--- src/hw/rtl/lpri_pkg.sv ---
package lpri_pkg;

    localparam int CMD_W      = 2;
    localparam int RING_W     = 6;
    localparam int POS_W      = 21;
    localparam int CRD_W      = 12;
    localparam int PIX_W      = 8;
    localparam int S_TDATA_W  = 80;
    localparam int CFG_IDX_W  = 3;
    localparam int CFG_DATA_W = 12;

    localparam logic [CMD_W-1:0] CMD_CLEAR = 2'd0;
    localparam logic [CMD_W-1:0] CMD_POINT = 2'd1;
    localparam logic [CMD_W-1:0] CMD_READ  = 2'd2;

    typedef logic [1:0] t_op;
    localparam t_op OP_CLEAR = 2'd0;
    localparam t_op OP_POINT = 2'd1;
    localparam t_op OP_READ  = 2'd2;

    localparam logic [CFG_IDX_W-1:0] CFG_RING_COUNT  = 3'd0;
    localparam logic [CFG_IDX_W-1:0] CFG_COLS        = 3'd1;
    localparam logic [CFG_IDX_W-1:0] CFG_CROP_START  = 3'd2;
    localparam logic [CFG_IDX_W-1:0] CFG_CROP_WIDTH  = 3'd3;
    localparam logic [CFG_IDX_W-1:0] CFG_OUT_WIDTH   = 3'd4;
    localparam logic [CFG_IDX_W-1:0] CFG_OUT_HEIGHT  = 3'd5;

    localparam logic [6:0]  RST_RING_COUNT = 7'd32;
    localparam logic [11:0] RST_COLS       = 12'd1092;
    localparam logic [10:0] RST_CROP_START = 11'd409;
    localparam logic [11:0] RST_CROP_WIDTH = 12'd273;
    localparam logic [11:0] RST_OUT_WIDTH  = 12'd1280;
    localparam logic [11:0] RST_OUT_HEIGHT = 12'd720;

    localparam logic [PIX_W-1:0] EMPTY_PIXEL = 8'd255;
    localparam logic [15:0] HALF_TURN = 16'd32768;

    localparam int SQ_W    = 42;
    localparam int ROOT_W  = 21;
    localparam int DIV_N_W = 24;
    localparam int DIV_D_W = 12;

    typedef struct packed {
        t_op                      op;
        logic [RING_W-1:0]        ring;
        logic signed [POS_W-1:0]  pos_x;
        logic signed [POS_W-1:0]  pos_y;
        logic [CRD_W-1:0]         out_col;
        logic [CRD_W-1:0]         out_row;
    } t_item;

    typedef struct packed {
        logic [6:0]  ring_count;
        logic [11:0] columns_per_ring;
        logic [10:0] crop_start;
        logic [11:0] crop_width;
        logic [11:0] out_width;
        logic [11:0] out_height;
    } t_cfg;

    function automatic logic [13:0] atan_turn(input logic [3:0] idx);
        logic [13:0] v;
        case (idx)
            4'd0:    v = 14'd8192;
            4'd1:    v = 14'd4836;
            4'd2:    v = 14'd2555;
            4'd3:    v = 14'd1297;
            4'd4:    v = 14'd651;
            4'd5:    v = 14'd326;
            4'd6:    v = 14'd163;
            4'd7:    v = 14'd81;
            4'd8:    v = 14'd41;
            4'd9:    v = 14'd20;
            4'd10:   v = 14'd10;
            4'd11:   v = 14'd5;
            4'd12:   v = 14'd3;
            4'd13:   v = 14'd1;
            4'd14:   v = 14'd1;
            default: v = 14'd0;
        endcase
        return v;
    endfunction

endpackage

--- src/hw/rtl/lpri_front.sv ---
module lpri_front import lpri_pkg::*; (
    input  logic                 i_clk,
    input  logic                 i_rst_n,
    input  logic                 i_s_tvalid,
    output logic                 o_s_tready,
    input  logic [S_TDATA_W-1:0] i_s_tdata,
    input  logic [CMD_W-1:0]     i_s_tuser,
    input  logic                 i_hold,
    output logic                 o_q_valid,
    output t_item                o_q_item,
    input  logic                 i_q_pop
);

    localparam int QD = 4;

    t_item      r_q [QD];
    logic [1:0] r_wp, r_rp;
    logic [2:0] r_cnt;
    logic       w_acc, w_push;
    t_item      w_item;

    assign o_s_tready = (r_cnt != 3'(QD)) && !i_hold;
    assign w_acc      = i_s_tvalid && o_s_tready;

    always_comb begin
        w_item.ring    = i_s_tdata[5:0];
        w_item.pos_x   = i_s_tdata[26:6];
        w_item.pos_y   = i_s_tdata[47:27];
        w_item.out_col = i_s_tdata[60:49];
        w_item.out_row = i_s_tdata[72:61];
        w_item.op      = OP_CLEAR;
        w_push         = 1'b0;
        unique case (i_s_tuser)
            CMD_CLEAR: begin
                w_item.op = OP_CLEAR;
                w_push    = w_acc;
            end
            CMD_POINT: begin
                w_item.op = OP_POINT;
                w_push    = w_acc && !i_s_tdata[48];
            end
            CMD_READ: begin
                w_item.op = OP_READ;
                w_push    = w_acc;
            end
            default: begin
                w_push = 1'b0;
            end
        endcase
    end

    assign o_q_valid = (r_cnt != 3'd0);
    assign o_q_item  = r_q[r_rp];

    always_ff @(posedge i_clk) begin
        if (w_push) r_q[r_wp] <= w_item;
    end

    always_ff @(posedge i_clk) begin
        if (!i_rst_n) begin
            r_wp  <= '0;
            r_rp  <= '0;
            r_cnt <= '0;
        end else begin
            if (w_push) r_wp <= r_wp + 2'd1;
            if (i_q_pop) r_rp <= r_rp + 2'd1;
            r_cnt <= r_cnt + 3'(w_push) - 3'(i_q_pop);
        end
    end

endmodule

--- config.mk ---
export PLATFORM = sky130hd
export DESIGN_NAME = lpri_front
export DESIGN_NICKNAME = d
export VERILOG_FILES = /design/src/hw/rtl/lpri_pkg.sv /design/src/hw/rtl/lpri_front.sv
export SDC_FILE = /design/constraint.sdc
export NUM_CORES = 1
export LEC_CHECK = 0
export BUFFER_PORTS_ARGS = -buffer_cell sky130_fd_sc_hd__buf_2
export CAP_MARGIN = 10
export CORE_MARGIN = 1.5
export CORE_UTILIZATION = 51
export DETAILED_ROUTE_END_ITERATION = 8
export PLACE_DENSITY_LB_ADDON = 0.1
export SYNTH_ARGS = -nofsm -noshare
export SYNTH_HDL_FRONTEND = slang
export SYNTH_SLANG_ARGS = --single-unit
--- constraint.sdc ---
create_clock -name i_clk -period 3.15 [get_ports i_clk]
set_input_delay 0.315 -clock i_clk [delete_from_list [all_inputs] [get_ports i_clk]]
set_output_delay 0.315 -clock i_clk [all_outputs]
set_load 0.05 [all_outputs]
==> summary.txt <==
Route
  – Final ANT Viol Nets: 0
  – Via count: 5,274
  – DRT iter0 DRCs: 269
  – Via/cell ratio: 5.33
  – DRC violations left: 0
  – Drt wl/cell: 19.7 um
  – Pre-antenna DRT Iters: 4
  – Detailed Route WL: 19.5 mm

Synthesis
  – Post-synth cell types: 22
  – Synth Warn #: 0
  – Syn nets: 531
  – Most common cell in the netlist: edfxtp_1
  – Top post-synthesis cells by count: edfxtp_1 (296), mux4_2 (74), dfxtp_1 (9)
  – Top_reg_cell synth: edfxtp_1
  – Post-synthesis register bit count: 305
  – Synth top area cells: edfxtp_1 (80%), mux4_2 (15%), dfxtp_1 (1.6%)
  – Top cell type's share of synthesized area: 79.7%
  – Syn avg cell area: 25.5 um^2
  – Post-synth EDFFs: 296
  – Post-synth top area cell: edfxtp_1
  – Post-synthesis cell area: 0.0112 mm^2
  – Post-synthesis instance total: 437
  – Register area share after synthesis: 81.3%
  – Ys async rst share: 0%

STA
  – Clock Skews: 7.00 ps
  – Setup_tns: 0 ps
  – Slew Viols, Final: 0
  – Worst-margin pin slew: 478 ps
  – Worst hold slack: 114 ps
  – Setup-failing EPs final: 0
  – Max frequency: 373 MHz
  – Period utilisation layout: 85.1%
  – RSZ-0062 raised after global routing: no
  – Min Tclk post-route: 2680 ps
  – Final Hold Viols: 0
  – Slew HR: 68.1%

Clock tree
  – Root Driver: clkbuf_16
  – CTS buffer count: 30
  – Clk pin slew, worst setup/hold paths: 60 ps
  – H-tree depth: 1
  – Clk_lat worst skew: 530 ps
  – Clk sinks: 305
  – TritonCTS clock tree: built
  – Max Buffers Root-to-Sink: 3
  – Post-CTS Repair Setup Buffers: 0

Global route
  – GRT met3 Usage: 3.52%
  – Total gr overflow: 0
  – Global Route Usage Sum: 17.7%
  – First-pass GRT wire length: 30.2 mm
  – Met2 GRT Util: 30.2%
  – Gr busiest metal: met2
  – Vias in the first global route: 5,648
  – Pin count of the biggest net entering global routing: 75
  – Antenna violations before repair: 0
  – Met1 usage: 23.7%

Setup path
  – Max incr delay on CP: 610 ps
  – Critical path peak fanout: 39
  – Worst setup EP type: output port
  – Delay-heaviest family, CP: flip-flops
  – CP Data Arrival Time: 2360 ps
  – Startpoint Class: flip-flop
  – Critical path class: reg -> out
  – Worst path buffer plus inverter count: 2
  – Worst path cell trace: buf_12, mux4_2, buf_2
  – Crit path max-delay cell type: dfxtp_4
  – Required @ worst endpoint: 2830 ps

Layout
  – Antenna fix cells: 0
  – Layout area overhead: 26.2%
  – Final nets: 784
  – Core Util, Final: 66.3%
  – Layout cells sized above 1: 40.9%

Worst hold path
  – Tightest Hold Check Type: in -> reg

Status
  – Status: complete, no violations

Pwr
  – Power per cell area: 668 mW/mm^2
  – Worst IR Drop VDD: 0.568 mV
  – Final Total Pwr: 9.40 mW
  – Lkg Pwr: 4.78 nW

Place
  – IO Port Bufs: 155
  – RD Place Congestion: 0.696
  – Final HPWL DP: 10.6 mm

Floorplanning
  – Initial Util: 52.6%
  – Die X: 151 um
  – Die area: 0.0228 mm^2
  – Die H: 151 um
  – Std-Cell Rows: 53
  – Core area: 0.0212 mm^2
  – I/O pin count: 163

Run
  – Max Cap Violations: 0
-- layout make-up --
type / instances / area, um^2
Multi-Input combinational cell: 109 / 1970
Timing Repair Buffer: 238 / 1670
Inverter: 6 / 22.5
Sequential cell: 305 / 9080
Fill cell: 1413 / 7140
Clock buffer: 33 / 783
Clock inverter: 23 / 213
Tap cell: 275 / 344
-- power by group --
part           leakage, nW  switching, mW  internal, mW  total (mW)
registers             2.75         0.0651          4.57        4.63
logic                 1.54          0.813         0.437        1.25
clock network        0.487           1.41          2.11        3.52
total                 4.78           2.29          7.11        9.40
-- state kept, by name, indices dropped and copies added, names as in the netlist, named ones only --
| name | count |
|---|---|
| r_rp | 2 |
| r_q | 296 |
| r_cnt | 3 |
| r_wp | 2 |
-- worst paths after layout --
| check | start | end | slack (ps) | depth (start not counted) |
|---|---|---|---|---|
| worst max-delay path | flip-flop | o_q_item[12] | 470 | 3 |
| worst max register to register | r_cnt[1]$_SDFF_PN0_ | r_cnt[2]$_SDFF_PN0_ | 750 | 11 |
| worst min register to register | r_wp[0]$_SDFFE_PN0P_ | r_wp[0]$_SDFFE_PN0P_ | 530 | 2 |
| worst min-delay path | i_rst_n | r_cnt[1]$_SDFF_PN0_ | 110 | 2 |
-- stage by stage --
stage / cell area, um^2 / std cells / setup WS (ps)
2_1_floorplan: 11200 / 437 / 726
3_3_place_gp: 12400 / 861 / 700
3_5_place_dp: 12400 / 861 / 643
4_1_cts: 14100 / 989 / 400
5_1_grt: 14100 / 989 / 318
6_report: 14100 / 989 / 471
-- cells by family (layout without fill, tap and decap cells) --
family / count (synthesis) / count (layout) / synth area share (%)
xor+xnor: 4 / 4 / 0.314
fa+ha+maj: 7 / 7 / 0.852
mux: 76 / 76 / 15.1
compound gates: 3 / 3 / 0.359
buf+inv: 23 / 300 / 1.09
simple gates: 19 / 19 / 0.965
flops: 305 / 305 / 81.3
-- cell usage in the layout (no fill, tap or decap), types with 2 or more instances in the layout --
master	Yosys	layout
edfxtp_1	296	296
nand2_1	5	5
buf_2	7	155
and2_4	0	4
dlygate4sd3_1	0	72
clkinvlp_4	0	2
mux4_2	74	74
clkinv_1	0	9
dfxtp_4	0	2
ha_1	6	6
clkbuf_1	3	2
bufinv_16	0	4
clkinv_2	0	7
and2_1	7	5
clkbuf_16	0	31
nor2b_1	2	2
mux2i_1	2	2
buf_4	7	4
dfxtp_1	9	7
xnor2_1	3	3
inv_1	6	6
buf_12	0	7
-- what timing repair did --
item                      CTS  global route
hold endpoints to repair  288             0
hold buffers               72             0
resized for setup           0             0
-- per-layer routing --
| metal | vias to the layer above | wire length, um |
|---|---|---|
| met3 | 29 | 1110 |
| met1 | 2736 | 8170 |
| met2 | 143 | 9890 |
| met4 | 0 | 317 |
| met5 | - | 0 |
| li1 | 2366 | - |
(Power assumes the default switching activity.)
